**src/hdl/bsrr_pkg.sv**
```systemverilog
// shared types and constants of the byte shift register random range block
`timescale 1ns / 1ps
`default_nettype none
package bsrr_pkg;

   localparam int NUM_BYTES = 16;
   localparam int IDX_BITS  = 4;
   localparam int WORD_BITS = 32;
   localparam int WORDS     = NUM_BYTES / 4;
   localparam int WORD_SEL_BITS = 2;

   // request kinds
   localparam logic REQ_SEED = 1'b0;
   localparam logic REQ_DRAW = 1'b1;

   // register indexes
   localparam logic CSR_BOUND_A = 1'b0;
   localparam logic CSR_BOUND_B = 1'b1;

   typedef logic [7:0]                  sbyte_type;
   typedef logic [NUM_BYTES-1:0][7:0]   bytes_type;

   // control from the sequencer to the byte register
   typedef struct packed {
      logic                seed_we;
      logic [IDX_BITS-1:0] seed_idx;
      sbyte_type           seed_byte;
      logic                adv;
   } shreg_ctl_type;

endpackage
`default_nettype wire

```
**src/hdl/byte_shift_register_random_range_top.sv**
```systemverilog
// top level of the byte shift register random range block
`timescale 1ns / 1ps
`default_nettype none
// A seed item stores one byte into the 16-byte register. A draw item
// advances the register once per cycle, req_steps times, and then sees the
// count run out. It then folds the bytes into a 32-bit sum one word per
// cycle. Next it halves the sum, orders the bounds and forms the span, and
// then checks for a full range and starts the remainder unit. The
// bit-serial remainder unit reduces modulo the span at one bit per cycle
// and raises its done flag, and the lower bound is added. The item is then
// placed in the output register once it is free, and the next item is taken
// no sooner. A full 32-bit range skips the remainder unit. One item is worked
// on at a time. req_stall is high while a draw is in progress or its result
// cannot yet be placed in the output register. Bounds are to be written by
// the user through the csr port only while the block is idle; the block
// itself does not enforce this. They are ordered internally.
module byte_shift_register_random_range_top #(
   parameter int STEP_BITS = 16
) (
   input  wire                  clock,
   input  wire                  reset,
   // request channel
   input  wire                  req_valid,
   output logic                 req_stall,
   input  wire                  req_type,
   input  wire  [3:0]           req_seed_index,
   input  wire  [7:0]           req_seed_byte,
   input  wire  [STEP_BITS-1:0] req_steps,
   // result channel
   output logic                 rsp_valid,
   input  wire                  rsp_stall,
   output logic signed [31:0]   rsp_value,
   // register writes
   input  wire                  csr_we,
   input  wire                  csr_index,
   input  wire  [31:0]          csr_wdata
);
   import bsrr_pkg::*;

   // one-hot sequencer states
   typedef enum logic [6:0] {
      S_IDLE  = 7'b0000001,
      S_ADV   = 7'b0000010,
      S_SUM   = 7'b0000100,
      S_PREP  = 7'b0001000,
      S_START = 7'b0010000,
      S_DIV   = 7'b0100000,
      S_OUT   = 7'b1000000
   } state_type;

   state_type                 state_ff, state_in;
   logic [STEP_BITS-1:0]      steps_ff, steps_in;
   logic [WORD_SEL_BITS-1:0]  wsel_ff,  wsel_in;
   logic [WORD_BITS-1:0]      acc_ff,   acc_in;
   logic [WORD_BITS-1:0]      lo_ff,    lo_in;
   logic [WORD_BITS-1:0]      span_ff,  span_in;
   logic [WORD_BITS-1:0]      res_ff,   res_in;
   logic signed [31:0]        bound_a_ff, bound_b_ff;
   logic                      rsp_valid_ff, rsp_valid_in;
   logic [31:0]               rsp_value_ff, rsp_value_in;

   shreg_ctl_type             shreg_ctl;
   bytes_type                 shreg_bytes;
   logic [WORD_BITS-1:0]      sum_word;
   logic [WORD_BITS-1:0]      hi_val, lo_val;
   logic                      div_start;
   logic                      div_done;
   logic [WORD_BITS-1:0]      div_rem;
   logic                      req_accept;
   logic                      out_free;

   bsrr_shreg u_shreg (
      .clock     (clock),
      .reset     (reset),
      .ctl       (shreg_ctl),
      .bytes_out (shreg_bytes)
   );

   bsrr_rem u_rem (
      .clock     (clock),
      .reset     (reset),
      .start     (div_start),
      .dividend  (acc_ff),
      .divisor   (span_ff),
      .done      (div_done),
      .remainder (div_rem)
   );

   // the register accepts a new item only from idle
   assign req_stall  = (state_ff != S_IDLE);
   assign req_accept = req_valid && !req_stall;
   assign out_free   = !rsp_valid_ff || !rsp_stall;

   // word k of the sum is bytes 4k+3..4k packed little-end first
   assign sum_word = shreg_bytes[{wsel_ff, 2'b00} +: 4];

   // order the bounds as signed values
   always_comb begin
      if (bound_a_ff < bound_b_ff) begin
         lo_val = bound_a_ff;
         hi_val = bound_b_ff;
      end else begin
         lo_val = bound_b_ff;
         hi_val = bound_a_ff;
      end
   end

   always_comb begin
      state_in     = state_ff;
      steps_in     = steps_ff;
      wsel_in      = wsel_ff;
      acc_in       = acc_ff;
      lo_in        = lo_ff;
      span_in      = span_ff;
      res_in       = res_ff;
      rsp_valid_in = rsp_valid_ff && rsp_stall;
      rsp_value_in = rsp_value_ff;
      div_start    = 1'b0;
      shreg_ctl.seed_we   = 1'b0;
      shreg_ctl.seed_idx  = req_seed_index;
      shreg_ctl.seed_byte = req_seed_byte;
      shreg_ctl.adv       = 1'b0;
      case (state_ff)
         S_IDLE: begin
            if (req_accept) begin
               if (req_type == REQ_SEED) begin
                  shreg_ctl.seed_we = 1'b1;
               end else begin
                  steps_in = req_steps;
                  state_in = S_ADV;
               end
            end
         end
         S_ADV: begin
            // one register advance per cycle
            if (steps_ff != '0) begin
               shreg_ctl.adv = 1'b1;
               steps_in      = steps_ff - 1'b1;
            end else begin
               wsel_in  = '0;
               acc_in   = '0;
               state_in = S_SUM;
            end
         end
         S_SUM: begin
            acc_in  = acc_ff + sum_word;
            wsel_in = wsel_ff + 1'b1;
            if (wsel_ff == WORD_SEL_BITS'(WORDS - 1)) begin
               state_in = S_PREP;
            end
         end
         S_PREP: begin
            acc_in   = {1'b0, acc_ff[WORD_BITS-1:1]};
            lo_in    = lo_val;
            span_in  = hi_val - lo_val + 32'd1;
            state_in = S_START;
         end
         S_START: begin
            // a span that wraps to zero is the full range
            if (span_ff == '0) begin
               res_in   = acc_ff + lo_ff;
               state_in = S_OUT;
            end else begin
               div_start = 1'b1;
               state_in  = S_DIV;
            end
         end
         S_DIV: begin
            if (div_done) begin
               res_in   = div_rem + lo_ff;
               state_in = S_OUT;
            end
         end
         S_OUT: begin
            if (out_free) begin
               rsp_valid_in = 1'b1;
               rsp_value_in = res_ff;
               state_in     = S_IDLE;
            end
         end
         default: begin
            state_in = S_IDLE;
         end
      endcase
   end

   always_ff @(posedge clock) begin
      if (reset) begin
         state_ff     <= S_IDLE;
         rsp_valid_ff <= 1'b0;
         bound_a_ff   <= '0;
         bound_b_ff   <= '0;
      end else begin
         state_ff     <= state_in;
         rsp_valid_ff <= rsp_valid_in;
         if (csr_we && csr_index == CSR_BOUND_A) begin
            bound_a_ff <= csr_wdata;
         end
         if (csr_we && csr_index == CSR_BOUND_B) begin
            bound_b_ff <= csr_wdata;
         end
      end
      steps_ff     <= steps_in;
      wsel_ff      <= wsel_in;
      acc_ff       <= acc_in;
      lo_ff        <= lo_in;
      span_ff      <= span_in;
      res_ff       <= res_in;
      rsp_value_ff <= rsp_value_in;
   end

   assign rsp_valid = rsp_valid_ff;
   assign rsp_value = rsp_value_ff;

endmodule
`default_nettype wire

```
**src/hdl/bsrr_shreg.sv**
```systemverilog
// sixteen byte feedback shift register with byte-wise seed writes
`timescale 1ns / 1ps
`default_nettype none
module bsrr_shreg (
   input  wire                      clock,
   input  wire                      reset,
   input  bsrr_pkg::shreg_ctl_type  ctl,
   output bsrr_pkg::bytes_type      bytes_out
);
   import bsrr_pkg::*;

   bytes_type bytes_ff;
   bytes_type bytes_in;

   always_comb begin
      bytes_in = bytes_ff;
      if (ctl.adv) begin
         // rotate down, old byte 0 folded into every third position
         for (int i = 0; i < NUM_BYTES - 1; i++) begin
            bytes_in[i] = bytes_ff[i+1] ^ ((i % 3 == 0) ? bytes_ff[0] : 8'h00);
         end
         bytes_in[NUM_BYTES-1] = bytes_ff[0];
      end else if (ctl.seed_we) begin
         bytes_in[ctl.seed_idx] = ctl.seed_byte;
      end
   end

   always_ff @(posedge clock) begin
      if (reset) begin
         bytes_ff <= '0;
      end else begin
         bytes_ff <= bytes_in;
      end
   end

   assign bytes_out = bytes_ff;

endmodule
`default_nettype wire

```
**src/hdl/bsrr_rem.sv**
```systemverilog
// bit-serial restoring remainder, one dividend bit per cycle
`timescale 1ns / 1ps
`default_nettype none
module bsrr_rem (
   input  wire                              clock,
   input  wire                              reset,
   input  wire                              start,
   input  wire  [bsrr_pkg::WORD_BITS-1:0]   dividend,
   input  wire  [bsrr_pkg::WORD_BITS-1:0]   divisor,
   output logic                             done,
   output logic [bsrr_pkg::WORD_BITS-1:0]   remainder
);
   import bsrr_pkg::*;

   localparam int CNT_BITS = $clog2(WORD_BITS);

   logic                  busy_ff,  busy_in;
   logic                  done_ff,  done_in;
   logic [CNT_BITS-1:0]   cnt_ff,   cnt_in;
   logic [WORD_BITS-1:0]  dvd_ff,   dvd_in;
   logic [WORD_BITS-1:0]  dsr_ff,   dsr_in;
   logic [WORD_BITS-1:0]  rem_ff,   rem_in;
   logic [WORD_BITS:0]    shifted;
   logic [WORD_BITS:0]    trial;

   always_comb begin
      shifted = {rem_ff, dvd_ff[WORD_BITS-1]};
      trial   = shifted - {1'b0, dsr_ff};
      busy_in = busy_ff;
      done_in = 1'b0;
      cnt_in  = cnt_ff;
      dvd_in  = dvd_ff;
      dsr_in  = dsr_ff;
      rem_in  = rem_ff;
      if (start) begin
         busy_in = 1'b1;
         cnt_in  = '0;
         dvd_in  = dividend;
         dsr_in  = divisor;
         rem_in  = '0;
      end else if (busy_ff) begin
         // keep the trial difference when it does not borrow
         rem_in = trial[WORD_BITS] ? shifted[WORD_BITS-1:0] : trial[WORD_BITS-1:0];
         dvd_in = {dvd_ff[WORD_BITS-2:0], 1'b0};
         cnt_in = cnt_ff + 1'b1;
         if (cnt_ff == CNT_BITS'(WORD_BITS - 1)) begin
            busy_in = 1'b0;
            done_in = 1'b1;
         end
      end
   end

   always_ff @(posedge clock) begin
      if (reset) begin
         busy_ff <= 1'b0;
         done_ff <= 1'b0;
         cnt_ff  <= '0;
      end else begin
         busy_ff <= busy_in;
         done_ff <= done_in;
         cnt_ff  <= cnt_in;
      end
      dvd_ff <= dvd_in;
      dsr_ff <= dsr_in;
      rem_ff <= rem_in;
   end

   assign done      = done_ff;
   assign remainder = rem_ff;

endmodule
`default_nettype wire
```
**config.mk**
```make
export PLATFORM = sky130hd
export DESIGN_NAME = byte_shift_register_random_range_top
export DESIGN_NICKNAME = d
export VERILOG_FILES = /design/src/hdl/bsrr_pkg.sv /design/src/hdl/byte_shift_register_random_range_top.sv /design/src/hdl/bsrr_shreg.sv /design/src/hdl/bsrr_rem.sv
export SDC_FILE = /design/constraint.sdc
export NUM_CORES = 1
export LEC_CHECK = 0
export ABC_AREA = 0
export ABC_CLOCK_PERIOD_IN_PS = 13500
export BUFFER_PORTS_ARGS = -buffer_cell sky130_fd_sc_hd__buf_2
export CAP_MARGIN = 20
export CORE_ASPECT_RATIO = 2
export CORE_MARGIN = 2
export CORE_UTILIZATION = 54
export CTS_BUF_LIST = sky130_fd_sc_hd__clkbuf_4 sky130_fd_sc_hd__clkbuf_8
export CTS_CLUSTER_DIAMETER = 200
export DETAILED_ROUTE_END_ITERATION = 12
export GPL_TIMING_DRIVEN = 0
export PLACE_DENSITY = 0.72
export RECOVER_POWER = 100
export SYNTH_ARGS = -nofsm -noshare
export SYNTH_HDL_FRONTEND = slang
export SYNTH_SLANG_ARGS = --single-unit
```
**constraint.sdc**
```tcl
create_clock -name clock -period 13.5 [get_ports clock]
set_clock_uncertainty 0.15 [all_clocks]
set_input_delay 0 -clock clock [delete_from_list [all_inputs] [get_ports clock]]
set_output_delay 0 -clock clock [all_outputs]
set_load 0.02 [all_outputs]
```
==> metrics.cfg <==
[synthesis]
syn-cell-area_mm2=0.02771
synth-adder-area-share_pct=7.695
synth-xor-area-share_pct=5.216
synthCells=2848
synth_warnings=0
yosysUniqueCellTypes=74
synthTopCellsByArea=edfxtp_1 (26%), dfxtp_1 (17%), ha_1 (7.4%)
synth-simple-area-share_pct=13.62
synth_top_area_cell=edfxtp_1
yosys-top-cells-count=nand2_1 (378), edfxtp_1 (242), dfxtp_1 (239), nor2_1 (218), a21oi_1 (212)
synth_seq_cells=481
synth_top_family_by_area=compound AO/OA/AOI/OAI gates
synthFlopType=edfxtp_1
synth.area.mux_share_pct=9.678
yosysMostFrequentCell=nand2_1
synth_compound_area_share_pct=16.55
syn_avg_cell_area_um2=9.728
syn_nets=3083
synthArstFlopShare_pct=0
synth_top_area_share_pct=26.23
yosysSeqAreaShare_pct=43.50
synth_edf_count=242

[floorplan]
coreArea_mm2=0.05080
top_level_ports=101
dieHeight_um=324.3
die_area_mm2=0.05325
die_x_um=164.2
rows=117
start_util_pct=54.54

[routing]
first_pass_iters=7
drtAntennaViolNets=0
num_vias=23590
route.detailed.wl_per_inst_um=25.56
drt_iter0_markers=1620
drc=0
vias_per_cell=6.153
routed_wl_um=97980

[global_routing]
antenna_found_initial=5
grt_use_met2_pct=65.04
first_global_vias=24350
use_met1_pct=33.44
grt_max_degree=39
busiest_layer=met2
gr-total-overflow=0
grt_pass1_wl_um=145600
track_usage_pct=37.18
gr-usage-met3_pct=5.848

[sta]
maxSlewHeadroom_pct=-100.3
rsz0062_at_grt=no
finalCritPeriodShare_pct=48.23
tightest_slew_ns=3.004
layout_min_cycle_time_ns=6.510
finalHoldViolCount=0
fmax_mhz=153.6
setup_tns_ns=0
finalMaxSlewViolations=163
setup_viol=0

[final_layout]
syn_to_final_growth_pct=12.78
fillCellCount=4352
final_area_mm2=0.03125
nets=3354
final_core_util_pct=61.51
drive_gt1_share_pct=9.102

[place]
port_buffers=97
place_area_mm2=0.02917
hpwl_um=76670
place_congestion=1.015

[critical_path]
cp_data_required_time_ns=13.75
cp_max_fo=10
cp-end-kind=register
cp-start-kind=register
arrival_ns=6.76
critical_path_class=reg2reg

[cts]
clk_pin_slew_ns=0.07
cts_buffers=71
post-cts-setup-buffers=0
insertion_delay_ns=0.68
cts_hold_buf=90
clock_sinks=481
cts_tree=yes
cts_max_level=3
clock_path_buffers=3
post_cts_resized=0
cts_root_buf=clkbuf_8

[pwr]
pwr-share-seq_pct=45.2
p_int_uw=2569
vdd.ir_drop.worst_mv=0.09393
switching_power_uw=1210
leakagePower_uw=0.01265
finalPower_uw=3779
p_comb_share_pct=23.2
switching_share_pct=32.02
clockPowerShare_pct=31.6
p_per_area_mw_per_mm2=120.9

[run]
cap_violations=6

[status]
violations=capacitance limit, slew limit
outcome=finished with violations

[min_path]
hold_path.class=in2reg

==> cells in the final DEF, fill, tap and decap left out, types with 8 or more instances in the layout <==
master           n
mux2_2          39
o21a_1          21
clkinv_2        13
xnor2_1         89
a31oi_1         25
a221oi_1         8
nor3_1          27
nor2_1         218
nand3_1         34
mux2_1          24
dfxtp_1        239
o21ai_0        135
o21bai_1        21
nand4_1         21
clkbuf_1       170
buf_2           69
nor2b_1         16
a21oi_1        214
mux4_2          32
nor3b_1         11
xor2_1          76
ha_1           164
nand2_1        378
nand2b_1        64
or3_1            9
buf_4            9
edfxtp_1       242
inv_1          103
clkbuf_8        79
clkinv_1        11
and3_1          13
o211ai_1        12
mux2i_1        125
dlygate4sd3_1   90
o22ai_1         25
clkbuf_4        21
a211oi_1       133
a21o_1          79
nor4_1          13
==> path summary, 6_finish.rpt <==
check / from / slack [ns] / cells past startpoint / end
setup / recovery: bound_b_ff[1] / 6.99 / 27 / span_ff[30]
setup reg to reg: bound_b_ff[1] / 6.99 / 27 / span_ff[30]
hold / removal: csr_wdata[13] / 0.02 / 4 / bound_a_ff[13]
hold reg to reg: res_ff[22] / 0.27 / 0 / rsp_value[22]
==> sequential cells by signal, summed over array words and instances, names as in the netlist <==
signal,count
acc_ff,32
bound_a_ff,32
bound_b_ff,32
lo_ff,32
res_ff,32
rsp_valid,1
rsp_value,32
span_ff,32
state_ff,7
steps_ff,16
u_rem.busy_ff,1
u_rem.cnt_ff,5
u_rem.done,1
u_rem.dsr_ff,32
u_rem.dvd_ff,32
u_rem.remainder,32
u_shreg.bytes_out,128
wsel_ff,2
==> cell type report <==
class / instances / area, um^2 / share of cell area [%]
multi-input combinational: 2114 / 14560 / 46.61
sequential: 481 / 12050 / 38.57
timing repair buffer: 198 / 1409 / 4.509
clock buffer: 100 / 1245 / 3.984
tap: 654 / 818.3 / 2.619
buffer: 149 / 606.8 / 1.942
inverter: 104 / 390.4 / 1.249
clock inverter: 29 / 148.9 / 0.4765
antenna: 5 / 12.51 / 0.04004
==> stage by stage <==
step,setup WS (ns),hold slack [ns],std cells
floorplan,8.355,-0.01403,2848
global placement,6.974,0.1045,3599
detailed placement,6.944,0.1143,3607
CTS,6.935,0.00003542,3826
global route,6.519,0.03454,3833
finish,6.990,0.01859,3834
==> logic make-up after synthesis <==
family,after synthesis
compound gates,721
xor+xnor,165
fa+ha+maj,168
buf+inv,253
flops,481
mux,220
simple gates,840
==> power groups by stage <==
stage / registers, uW / logic [uW] / clock network (uW)
6_report: 1710 / 877 / 1200
5_1_grt: 1710 / 957 / 1270
4_1_cts: 1700 / 878 / 1210
3_5_place_dp: 1730 / 852 / 0
3_3_place_gp: 1730 / 834 / 0
2_1_floorplan: 1690 / 626 / 0
==> metal layers <==
metal	up-vias	wire length, um
met5	-	0
met4	0	13860
met3	497	4742
met2	995	49420
met1	11230	29960
li1	10860	-
==> worst max-delay path: stages, from the launching register on <==
cell and delay (ns):
dfxtp_1 0.42, inv_1 0.07, ha_1 0.27, inv_1 0.07, o21bai_1 0.08, a21o_1 0.19, a21oi_1 0.19, o211ai_1 0.11
o2111ai_1 0.14, a311o_1 0.26, nand3_1 0.14, mux2_1 0.28, clkbuf_1 0.35, clkbuf_1 0.54, nand3b_1 0.18, o21a_1 0.15
ha_1 0.29, a21o_1 0.18, a21oi_1 0.27, o211ai_1 0.19, nand3_1 0.15, a21oi_1 0.12, o41ai_1 0.67, o21a_1 0.24
a211oi_1 0.12, a21o_1 0.19, a21oi_1 0.18, xnor2_1 0.10
(Power assumes the default switching activity.)
